## config.mk

```make
export PLATFORM = sky130hd
export DESIGN_NAME = timestamp_ordered_stream_merger
export DESIGN_NICKNAME = d
export VERILOG_FILES = /design/src/design/tsm_pkg.sv /design/src/design/timestamp_ordered_stream_merger.sv /design/src/design/tsm_cell.sv
export SDC_FILE = /design/constraint.sdc
export NUM_CORES = 2
export LEC_CHECK = 0
export BUFFER_PORTS_ARGS = -buffer_cell sky130_fd_sc_hd__buf_2
export CAP_MARGIN = 5
export CORE_ASPECT_RATIO = 0.9
export CORE_MARGIN = 2
export CORE_UTILIZATION = 55
export CTS_CLUSTER_DIAMETER = 60
export DETAILED_ROUTE_END_ITERATION = 8
export PLACE_DENSITY = 0.79
export RECOVER_POWER = 50
export SYNTH_ARGS = -nofsm -noshare
export SYNTH_HDL_FRONTEND = slang
export SYNTH_SLANG_ARGS = --single-unit
```

## constraint.sdc

```tcl
create_clock -name aclk -period 17.5 [get_ports aclk]
set_input_delay 1.75 -clock aclk [delete_from_list [all_inputs] [get_ports aclk]]
set_output_delay 1.75 -clock aclk [all_outputs]
set_load 0.01 [all_outputs]
```

## src/design/tsm_pkg.sv

```systemverilog
// ----------------------------------------------------------------------------
// tsm_pkg
// Shared types and constants of the timestamp-ordered stream merger: source
// count, field widths, status codes and the structs that travel along the
// chain of source cells.
// ----------------------------------------------------------------------------
package tsm_pkg;

    localparam int NUM_SOURCES = 8;
    localparam int SRC_W       = (NUM_SOURCES > 1) ? $clog2(NUM_SOURCES) : 1;
    localparam int CNT_W       = ($clog2(NUM_SOURCES + 1) > 4) ? $clog2(NUM_SOURCES + 1) : 4;

    localparam int FUNC_W      = 1;
    localparam int SOURCE_W    = 3;
    localparam int TIME_W      = 64;
    localparam int BOARD_W     = 8;
    localparam int CHAN_W      = 6;
    localparam int ENERGY_W    = 16;
    localparam int FLAGS_W     = 32;
    localparam int STATUS_W    = 2;
    localparam int CFG_W       = 4;

    localparam int PAYLOAD_W   = SOURCE_W + TIME_W + BOARD_W + CHAN_W
                               + 2 * ENERGY_W + FLAGS_W;
    localparam int TDATA_W     = ((PAYLOAD_W + 7) / 8) * 8;
    localparam int PAD_W       = TDATA_W - PAYLOAD_W;

    localparam logic [FUNC_W-1:0] FUNC_HIT = 1'b0;
    localparam logic [FUNC_W-1:0] FUNC_END = 1'b1;

    localparam logic [STATUS_W-1:0] STATUS_HIT      = 2'd0;
    localparam logic [STATUS_W-1:0] STATUS_COMPLETE = 2'd1;
    localparam logic [STATUS_W-1:0] STATUS_REJECT   = 2'd2;

    localparam logic [0:0] REG_SOURCES_IN_USE = 1'b0;

    typedef struct packed {
        logic [TIME_W-1:0]   hit_time;
        logic [BOARD_W-1:0]  board;
        logic [CHAN_W-1:0]   chan;
        logic [ENERGY_W-1:0] energy_long;
        logic [ENERGY_W-1:0] energy_short;
        logic [FLAGS_W-1:0]  flags;
    } hit_t;

    // Running verdict of a scan as it walks from cell to cell.
    typedef struct packed {
        logic             tok;
        logic             live;
        logic             full;
        logic             found;
        logic [SRC_W-1:0] idx;
        hit_t             hit;
    } cand_t;

    typedef struct packed {
        logic in_use;
        logic set_head;
        logic set_end;
        logic release_head;
        logic rearm;
    } cell_ctl_t;

endpackage

```

## src/design/timestamp_ordered_stream_merger.sv

```systemverilog
// ----------------------------------------------------------------------------
// timestamp_ordered_stream_merger
// Merges hit streams of up to NUM_SOURCES sources into one stream ordered by
// timestamp, with run-complete and reject reporting.
// ----------------------------------------------------------------------------
// Each source owns one cell in a chain that holds its pending head hit. An
// accepted hit or end mark is written into its cell, then a scan token walks
// the chain one cell per cycle, carrying the earliest head seen so far (ties
// go to the lower source). The input takes no new request until the walk
// through the chain has ended; a rejected request skips the walk and goes
// straight to its reject result.
// The result sits in an output register, so the next request is taken while
// it waits; a new result that finds the output register still occupied waits
// until the receiver takes the older one, and the input stalls meanwhile.
// Writing sources_in_use starts a new run.
module timestamp_ordered_stream_merger
    import tsm_pkg::*;
(
    input  logic                aclk,
    input  logic                aresetn,
    // s_tdata, from bit 0: source, hit_time, board, chan, energy_long,
    // energy_gate_short, hit_flags, zero padding.
    input  logic                s_tvalid,
    output logic                s_tready,
    input  logic [TDATA_W-1:0]  s_tdata,
    // s_tuser: func.
    input  logic [FUNC_W-1:0]   s_tuser,
    // m_tdata, from bit 0: from_source, out_time, out_board, out_chan,
    // out_energy_long, out_energy_short, out_flags, zero padding.
    output logic                m_tvalid,
    input  logic                m_tready,
    output logic [TDATA_W-1:0]  m_tdata,
    // m_tuser: status.
    output logic [STATUS_W-1:0] m_tuser,
    input  logic                psel,
    input  logic                penable,
    input  logic                pwrite,
    input  logic [2:0]          paddr,
    input  logic [31:0]         pwdata,
    output logic [31:0]         prdata,
    output logic                pready
);

    typedef enum logic [3:0] {
        ST_IDLE   = 4'b0001,
        ST_LAUNCH = 4'b0010,
        ST_SCAN   = 4'b0100,
        ST_DONE   = 4'b1000
    } state_t;

    state_t state_reg, state_next;

    logic [CFG_W-1:0]    cfg_reg;
    logic                cfg_wr;
    logic [CNT_W-1:0]    n_active;

    logic [SOURCE_W-1:0] in_source;
    logic [CNT_W-1:0]    in_source_ext;
    hit_t                in_hit;
    logic                in_accept;
    logic                in_reject;

    logic [STATUS_W-1:0] res_status_reg, res_status_next;
    logic [SOURCE_W-1:0] res_src_reg, res_src_next;
    logic [SRC_W-1:0]    res_idx_reg, res_idx_next;
    hit_t                res_hit_reg, res_hit_next;

    logic                m_tvalid_reg, m_tvalid_next;
    logic [TDATA_W-1:0]  m_tdata_reg;
    logic [STATUS_W-1:0] m_tuser_reg;
    logic                out_load;

    logic [NUM_SOURCES-1:0] src_sel;
    logic [NUM_SOURCES-1:0] rel_sel;
    logic [NUM_SOURCES-1:0] present_vec;
    logic [NUM_SOURCES-1:0] ended_vec;
    cell_ctl_t              ctl [NUM_SOURCES];
    cand_t                  scan_entry;
    cand_t                  chain [NUM_SOURCES+1];
    cand_t                  scan_res;

    // Configuration port.
    assign pready = 1'b1;
    assign cfg_wr = psel && penable && pwrite && pready && (paddr[2] == REG_SOURCES_IN_USE);
    assign prdata = (paddr[2] == REG_SOURCES_IN_USE) ? {{(32-CFG_W){1'b0}}, cfg_reg} : 32'd0;

    always_ff @(posedge aclk) begin
        if (!aresetn) begin
            cfg_reg <= CFG_W'(8);
        end else if (cfg_wr) begin
            cfg_reg <= pwdata[CFG_W-1:0];
        end
    end

    always_comb begin
        if (CNT_W'(cfg_reg) == '0) begin
            n_active = CNT_W'(1);
        end else if (CNT_W'(cfg_reg) > CNT_W'(NUM_SOURCES)) begin
            n_active = CNT_W'(NUM_SOURCES);
        end else begin
            n_active = CNT_W'(cfg_reg);
        end
    end

    // Input unpacking.
    assign in_source             = s_tdata[SOURCE_W-1:0];
    assign in_source_ext         = CNT_W'(in_source);
    assign in_hit.hit_time       = s_tdata[66:3];
    assign in_hit.board          = s_tdata[74:67];
    assign in_hit.chan           = s_tdata[80:75];
    assign in_hit.energy_long    = s_tdata[96:81];
    assign in_hit.energy_short   = s_tdata[112:97];
    assign in_hit.flags          = s_tdata[144:113];

    assign s_tready  = (state_reg == ST_IDLE);
    assign in_accept = s_tvalid && s_tready;
    assign in_reject = (in_source_ext >= n_active) || |(src_sel & (present_vec | ended_vec));

    assign out_load = (state_reg == ST_DONE) && (!m_tvalid_reg || m_tready);

    // Per-cell control.
    always_comb begin
        for (int i = 0; i < NUM_SOURCES; i++) begin
            src_sel[i]             = (CNT_W'(i) == in_source_ext);
            rel_sel[i]             = (SRC_W'(i) == res_idx_reg);
            ctl[i].in_use          = (CNT_W'(i) < n_active);
            ctl[i].set_head        = in_accept && !in_reject && src_sel[i]
                                     && (s_tuser == FUNC_HIT);
            ctl[i].set_end         = in_accept && !in_reject && src_sel[i]
                                     && (s_tuser == FUNC_END);
            ctl[i].release_head    = out_load && (res_status_reg == STATUS_HIT) && rel_sel[i];
            ctl[i].rearm           = cfg_wr || (out_load && (res_status_reg == STATUS_COMPLETE));
        end
    end

    // Scan entry: an empty verdict, with the token set only in the launch state.
    always_comb begin
        scan_entry      = '0;
        scan_entry.tok  = (state_reg == ST_LAUNCH);
        scan_entry.full = 1'b1;
    end

    assign chain[0] = scan_entry;

    for (genvar g = 0; g < NUM_SOURCES; g++) begin : g_cell
        tsm_cell u_cell (
            .aclk     (aclk),
            .aresetn  (aresetn),
            .ctl      (ctl[g]),
            .wr_hit   (in_hit),
            .my_idx   (SRC_W'(g)),
            .cand_in  (chain[g]),
            .cand_out (chain[g+1]),
            .present  (present_vec[g]),
            .ended    (ended_vec[g])
        );
    end

    assign scan_res = chain[NUM_SOURCES];

    // Sequencer.
    always_comb begin
        state_next      = state_reg;
        res_status_next = res_status_reg;
        res_src_next    = res_src_reg;
        res_idx_next    = res_idx_reg;
        res_hit_next    = res_hit_reg;
        case (state_reg)
            ST_IDLE: begin
                if (in_accept) begin
                    if (in_reject) begin
                        res_status_next = STATUS_REJECT;
                        res_src_next    = in_source;
                        res_hit_next    = '0;
                        state_next      = ST_DONE;
                    end else begin
                        state_next = ST_LAUNCH;
                    end
                end
            end
            ST_LAUNCH: begin
                state_next = ST_SCAN;
            end
            ST_SCAN: begin
                if (scan_res.tok) begin
                    if (!scan_res.live) begin
                        res_status_next = STATUS_COMPLETE;
                        res_src_next    = '0;
                        res_hit_next    = '0;
                        state_next      = ST_DONE;
                    end else if (!scan_res.full) begin
                        state_next = ST_IDLE;
                    end else begin
                        res_status_next = STATUS_HIT;
                        res_idx_next    = scan_res.idx;
                        res_src_next    = SOURCE_W'(scan_res.idx);
                        res_hit_next    = scan_res.hit;
                        state_next      = ST_DONE;
                    end
                end
            end
            ST_DONE: begin
                if (out_load) begin
                    state_next = ST_IDLE;
                end
            end
            default: begin
                state_next = ST_IDLE;
            end
        endcase
    end

    always_ff @(posedge aclk) begin
        if (!aresetn) begin
            state_reg <= ST_IDLE;
        end else begin
            state_reg <= state_next;
        end
    end

    always_ff @(posedge aclk) begin
        res_status_reg <= res_status_next;
        res_src_reg    <= res_src_next;
        res_idx_reg    <= res_idx_next;
        res_hit_reg    <= res_hit_next;
    end

    // Output register.
    always_comb begin
        m_tvalid_next = m_tvalid_reg;
        if (out_load) begin
            m_tvalid_next = 1'b1;
        end else if (m_tready) begin
            m_tvalid_next = 1'b0;
        end
    end

    always_ff @(posedge aclk) begin
        if (!aresetn) begin
            m_tvalid_reg <= 1'b0;
        end else begin
            m_tvalid_reg <= m_tvalid_next;
        end
    end

    always_ff @(posedge aclk) begin
        if (out_load) begin
            m_tuser_reg <= res_status_reg;
            m_tdata_reg <= {{PAD_W{1'b0}},
                            res_hit_reg.flags,
                            res_hit_reg.energy_short,
                            res_hit_reg.energy_long,
                            res_hit_reg.chan,
                            res_hit_reg.board,
                            res_hit_reg.hit_time,
                            res_src_reg};
        end
    end

    assign m_tvalid = m_tvalid_reg;
    assign m_tdata  = m_tdata_reg;
    assign m_tuser  = m_tuser_reg;

endmodule

```

## src/design/tsm_cell.sv

```systemverilog
// ----------------------------------------------------------------------------
// tsm_cell
// One source slot of the merger: holds the pending head hit and the end mark
// of its source, and folds itself into the scan verdict passing through.
// ----------------------------------------------------------------------------
module tsm_cell
    import tsm_pkg::*;
(
    input  logic             aclk,
    input  logic             aresetn,
    input  cell_ctl_t        ctl,
    input  hit_t             wr_hit,
    input  logic [SRC_W-1:0] my_idx,
    input  cand_t            cand_in,
    output cand_t            cand_out,
    output logic             present,
    output logic             ended
);

    logic  present_reg, present_next;
    logic  ended_reg, ended_next;
    hit_t  hit_reg;
    cand_t cand_reg, cand_next;

    always_comb begin
        present_next = present_reg;
        ended_next   = ended_reg;
        if (ctl.rearm) begin
            present_next = 1'b0;
            ended_next   = 1'b0;
        end else begin
            if (ctl.set_head) begin
                present_next = 1'b1;
            end else if (ctl.release_head) begin
                present_next = 1'b0;
            end
            if (ctl.set_end) begin
                ended_next = 1'b1;
            end
        end
    end

    // A strict compare keeps an earlier (lower) source on equal timestamps.
    always_comb begin
        cand_next = cand_in;
        if (ctl.in_use && !ended_reg) begin
            cand_next.live = 1'b1;
            if (!present_reg) begin
                cand_next.full = 1'b0;
            end else if (!cand_in.found || (hit_reg.hit_time < cand_in.hit.hit_time)) begin
                cand_next.found = 1'b1;
                cand_next.idx   = my_idx;
                cand_next.hit   = hit_reg;
            end
        end
    end

    always_ff @(posedge aclk) begin
        if (!aresetn) begin
            present_reg  <= 1'b0;
            ended_reg    <= 1'b0;
            cand_reg.tok <= 1'b0;
        end else begin
            present_reg <= present_next;
            ended_reg   <= ended_next;
            cand_reg    <= cand_next;
        end
    end

    always_ff @(posedge aclk) begin
        if (ctl.set_head) begin
            hit_reg <= wr_hit;
        end
    end

    assign cand_out = cand_reg;
    assign present  = present_reg;
    assign ended    = ended_reg;

endmodule
```

; Word-level counts from Yosys, hierarchy flattened
; Index checks and enable logic that the tools add are counted.
[totals]
regBits = 2649
output_inout_bits = 189
in_bits = 195
elab_cells = 383
[classes]
n_reduce_logical = 95
n_bitwise = 5
n_eq_ne = 24
muxes = 77
n_lt_le_gt_ge = 17
[op_table]
columns = cell, count
row1 = $mux W146, 15
row2 = $mux W147, 7
row3 = $mux W142, 5
row4 = $lt A64 B64 Y1, 7
row5 = $pmux W142 S2, 1
row6 = $mux W148, 1
row7 = $logic_and A1 B1 Y1, 48
row8 = $mux W4, 9
row9 = $mux W1, 26
row10 = $eq A3 B3 Y1 const A, 8
row11 = $reduce_bool A2 Y1, 10
row12 = $logic_not A1 Y1, 17
row13 = $lt A3 B4 Y1 const A, 4
row14 = $pmux W4 S4, 1
row15 = $mux W3, 5
row16 = $eq A2 B3 Y1 const A, 4
row17 = $logic_or A1 B1 Y1, 10
row18 = $mux W2, 5
row19 = $and A8 B8 Y8, 1
row20 = $logic_not A4 Y1, 2
row21 = $lt A1 B4 Y1 const A, 2
row22 = $lt A2 B4 Y1 const A, 2
row23 = $or A8 B8 Y8, 1
row24 = $reduce_or A8 Y1, 1
row25 = 21 further kinds, 26

; Longest topological paths before layout
[logic_depth]
word_depth = 10
mapped_depth = 13
mapped_depth_nobuf = 12

; By module
; A second synthesis with hierarchy kept.
[unflattened]
hier_cells = 10987
hier_area_um2 = 135875.3
[by_module_without_submodules]
columns = module, area_each_um2, instances, seq_area_each_um2, cells_each
row1 = tsm_cell at g_cell[0].u_cell ..., 16032.9, 7, 8768.4, 1377
row2 = tsm_cell at g_cell[7].u_cell, 12386.9, 1, 8768.4, 690
row3 = timestamp_ordered_stream_merger, 11258.3, 1, 9098.7, 658

; Least setup slack after synthesis
; Ideal clock, no wire load.
[synth_timing]
path_type = input port to flip-flop
start = in s_tdata[0]
end = reg res_hit_reg[0] (netlist name), enable pin
required_time_ns = 16.968
t_arrival_ns = 6.232
n_path_buf = 0
stages = 7
path_slack_ns = 10.736
setup_ns = 0.532
cell_sequence = inv_1 ha_1 nand2b_1 a21o_1 a21oi_1 o211ai_1 a32o_1
[synth_between]
elab_chain_len = 6
word_cells_on_any_way = 14
cone_classes = order compare (1) / eq/ne (8) / bitwise (1) / reduce/logical (4)
[synth_rtl]
columns = element, line
row1 = from (decl), timestamp_ordered_stream_merger.sv:25  ; input logic [TDATA_W-1:0] s_tdata,
row2 = $eq A1 B3 Y1 (tied with other cells), timestamp_ordered_stream_merger.sv:124  ; src_sel[i] = (CNT_W'(i) == in_source_ext);
row3 = $and A8 B8 Y8, timestamp_ordered_stream_merger.sv:117  ; assign in_reject = (in_source_ext >= n_active) || |(src_sel & (present_vec | ended_vec));
row4 = $reduce_or A8 Y1, timestamp_ordered_stream_merger.sv:117
row5 = $logic_or A1 B1 Y1 *, timestamp_ordered_stream_merger.sv:117
row6 = $ne A2 B1 Y1 (no source line) *, --
row7 = $reduce_and A5 Y1 (no source line) *, --
row8 = to (signal assigned), timestamp_ordered_stream_merger.sv:225  ; res_hit_reg <= res_hit_next;
row9 = to (decl), timestamp_ordered_stream_merger.sv:66  ; hit_t res_hit_reg, res_hit_next;
; Every way passes the cells marked *; elsewhere a longest branch is shown, timed or not.
; A chain may end at the register's enable or synchronous reset.

; Final worst setup path
[layout_timing]
start = in aresetn
end = reg g_cell[2].u_cell.present_reg
[layout_between]
elab_chain_len = 2
[layout_rtl]
columns = element, line
row1 = from (decl), timestamp_ordered_stream_merger.sv:20  ; input logic aresetn,
row2 = $not A1 Y1 (no source line), --
row3 = $reduce_or A2 Y1 (no source line), --
row4 = to (signal assigned), tsm_cell.sv:64  ; present_reg <= present_next;
row5 = to (decl), tsm_cell.sv:20  ; logic present_reg, present_next;
; No other way between the ends.

==> impl_metrics.tcl <==
set metrics [dict create \
    final_cells 9120 \
    r2r_setup_slack_ns 10.83 \
    finalCritPeriodShare_pct 51.93 \
    first_pass_iters 5 \
    die_area_mm2 0.1948 \
    fin_skew_ns 0.04791 \
    reg2reg_from "g_cell[0].u_cell.present" \
    violations "capacitance limit, slew limit" \
    worst_slew_pin_slew_ns 4.892 \
    gr-total-overflow 0 \
    grt_pass1_wl_mm 313.6 \
    postRouteAntennaNets 0 \
    clockBufferDepth 4 \
    holdPathEnd "m_tdata[97]" \
    grt_util_all_layers_pct 21.29 \
    finalWeightedCongestion 0.8686 \
    r2r-end "g_cell[0].u_cell.cand_out[89]" \
    ys_ff_latch 2642 \
    area_delta_synth_final_pct 12.07 \
    mostFrequentLayoutCells "2,609 x edfxtp_1, 936 x mux2_2, 460 x inv_1" \
    hpwl_mm 126.4 \
    mostFrequentLayoutCell "edfxtp_1" \
    cp_cell_sequence "clkbuf_1 > buf_12 > clkbuf_1 > nand3_1 > a21oi_1" \
    cpMostUsedCell "clkbuf_1" \
    vdd_drop_max_v 0.00008899 \
    hold_buffers 0 \
    max_freq_ghz 0.1100 \
    drc 0 \
    cts_resized 0 \
    chipWidth_um 465.0 \
    worst-r2r-cell-count 4 \
    cts_tree "built" \
    start_util_pct 55.27 \
    largest_reg_flops 1184 \
    seq_area_frac_synth_pct 75.09 \
    drive_gt1_share_pct 21.08 \
    period_needed_ns 9.088 \
    synthFlopType "edfxtp_1" \
    finalSetupViolCount 0 \
    power_leakage_nw 42.61 \
    worstPathRequired_ns 18.28 \
    rsz0062_at_grt "false" \
    yosysWarnings 0 \
    synth_edf_count 2609 \
    endpoint_kind "flop" \
    synth_async_sr_flop_share_pct 0 \
    worstSetupStartpointType "primary input" \
    htreeDepth 5 \
    cts_setup_buffers 0 \
    tns_ns 0 \
    status "finished with violations" \
    grt_pass1_vias 52605 \
    syn_inst 5865 \
    maxSlewViolCount 743 \
    antenna_found_initial 24 \
    finalPower_w 0.01336 \
    finalHoldViolCount 0 \
    fp.dieH_um 418.9 \
    cp.arrival_ns 9.87 \
    syn_avg_cell_area_um2 17.94 \
    relSlewSlack_pct -226.2 \
    boundaryPins 384 \
    syn-cell-area_mm2 0.1052 \
    core.rowCount 152 \
    clock-sinks 2642 \
    worst-setup-path-type "primary input to flop" \
    ys_types 64 \
    wl_per_cell_um 22.94 \
    pwr_density_cell_mw_per_mm2 113.3 \
    cp_max_fo 173 \
    grt_max_degree 174 \
    clock-root-buffer "clkbuf_16" \
    vias_per_cell 5.590 \
    min_path_cells 0 \
    core_mm2 0.1904 \
    dp_cells 8622 \
    routed_wl_mm 209.2 \
    cp_slowest_cell "clkbuf_1" \
    cts.clk_slew.worst_paths_ns 0.06 \
    maxCapViolations 13 \
    fin_nets 7007 \
    critPathMaxStageDelay_ns 3.36 \
    insertion_delay_ns 0.91 \
    numPortBuffers 310 \
    route.vias.total 50977 \
    min_path_type "flop to flop" \
    drt-initial-drc-count 4423 \
    worstHoldStart "res_hit_reg[32]" \
    cts_buffers 285 \
]
-- worst max path at each step --
| stage | endpoint | cells past startpoint | slack [ns] | start |
|---|---|---|---|---|
| final | g_cell[2].u_cell.present | 5 | 8.41 | aresetn |
| after global routing | g_cell[2].u_cell.present | 5 | 7.47 | aresetn |
| after CTS | g_cell[6].u_cell.cand_out[66] | 11 | 11.48 | g_cell[6].u_cell.hit_reg[137] |
| after detailed placement | g_cell[6].u_cell.hit_reg[8] | 10 | 10.80 | s_tdata[1] |
| after global placement | g_cell[1].u_cell.hit_reg[94] | 10 | 10.89 | s_tdata[1] |
| after floorplan | res_hit_reg[0] | 7 | 10.74 | s_tdata[0] |
-- synth_stat cells, drive strengths merged, types with 11 or more instances --
master	count	area [µm²]
edfxtp	2609	78350
mux2	994	11190
inv	471	1768
ha	444	5555
and2	296	1852
a21oi	143	715.7
a21o	114	855.8
clkbuf	91	341.6
buf	90	580.6
nand2	83	311.6
nor2	74	277.8
o21ai	74	370.4
nand4	69	431.7
dfxtp	33	660.6
nand2b	30	187.7
nand3	28	140.1
nor3	26	130.1
a211oi	25	187.7
nor2b	22	137.6
and3	11	68.82
and4	11	96.34
-- cell families (layout without fill, tap and decap cells) --
family	count (synthesis)	after routing	synth area share [%]
flip-flops	2642	2642	75.09
multiplexers	997	997	10.67
AND/OR/NAND/NOR	682	682	3.669
buffers and inverters	652	1319	2.557
AO/OA/AOI/OAI	446	446	2.730
adder cells (fa/ha/maj)	444	444	5.280
other	2	49	0.007138
-- critical path: cells and delay by family --
kind	cells	cell delay, ns
buf+inv	3	6.07
simple gates	1	1.32
compound gates	1	0.42
-- layout make-up --
class                   count  area [µm²]
well taps                2541        3179
clock inverters           112       913.4
repair buffers            363        1612
clock buffers             373        7642
diodes                     13       32.53
multi-input cells        2605       23730
inverters                 471        1809
fillers                 12981       72450
flip-flops and latches   2642       79010
-- through the flow --
step                setup WS (ns)  hold slack (ns)  instance area, µm²  utilization [%]
global route                7.472           0.4174              117900            61.94
global placement            10.89           0.4007              109800            57.66
finish                      8.412           0.4153              117900            61.94
floorplan                   10.74           0.4003              105300                -
detailed placement          10.80           0.4045              109800            57.66
CTS                         11.48           0.4098              118300            62.16
-- power breakdown --
part	switching, W	internal [W]	total, W
clock network	0.00230	0.00327	0.00557
registers	0.0000712	0.00720	0.00727
logic	0.000322	0.000201	0.000523
total	0.00270	0.0107	0.0134
-- per-layer routing --
| layer | wire, µm | track usage, % | part of all wire [%] |
|---|---|---|---|
| met3 | 12310 | 3.278 | 5.9 |
| met5 | 27 | 0 | 0.013 |
| met4 | 6533 | 7.319 | 3.1 |
| met1 | 87430 | 28.55 | 42 |
| met2 | 102900 | 35.68 | 49 |
Note: power is estimated with default switching activity, not from simulation.
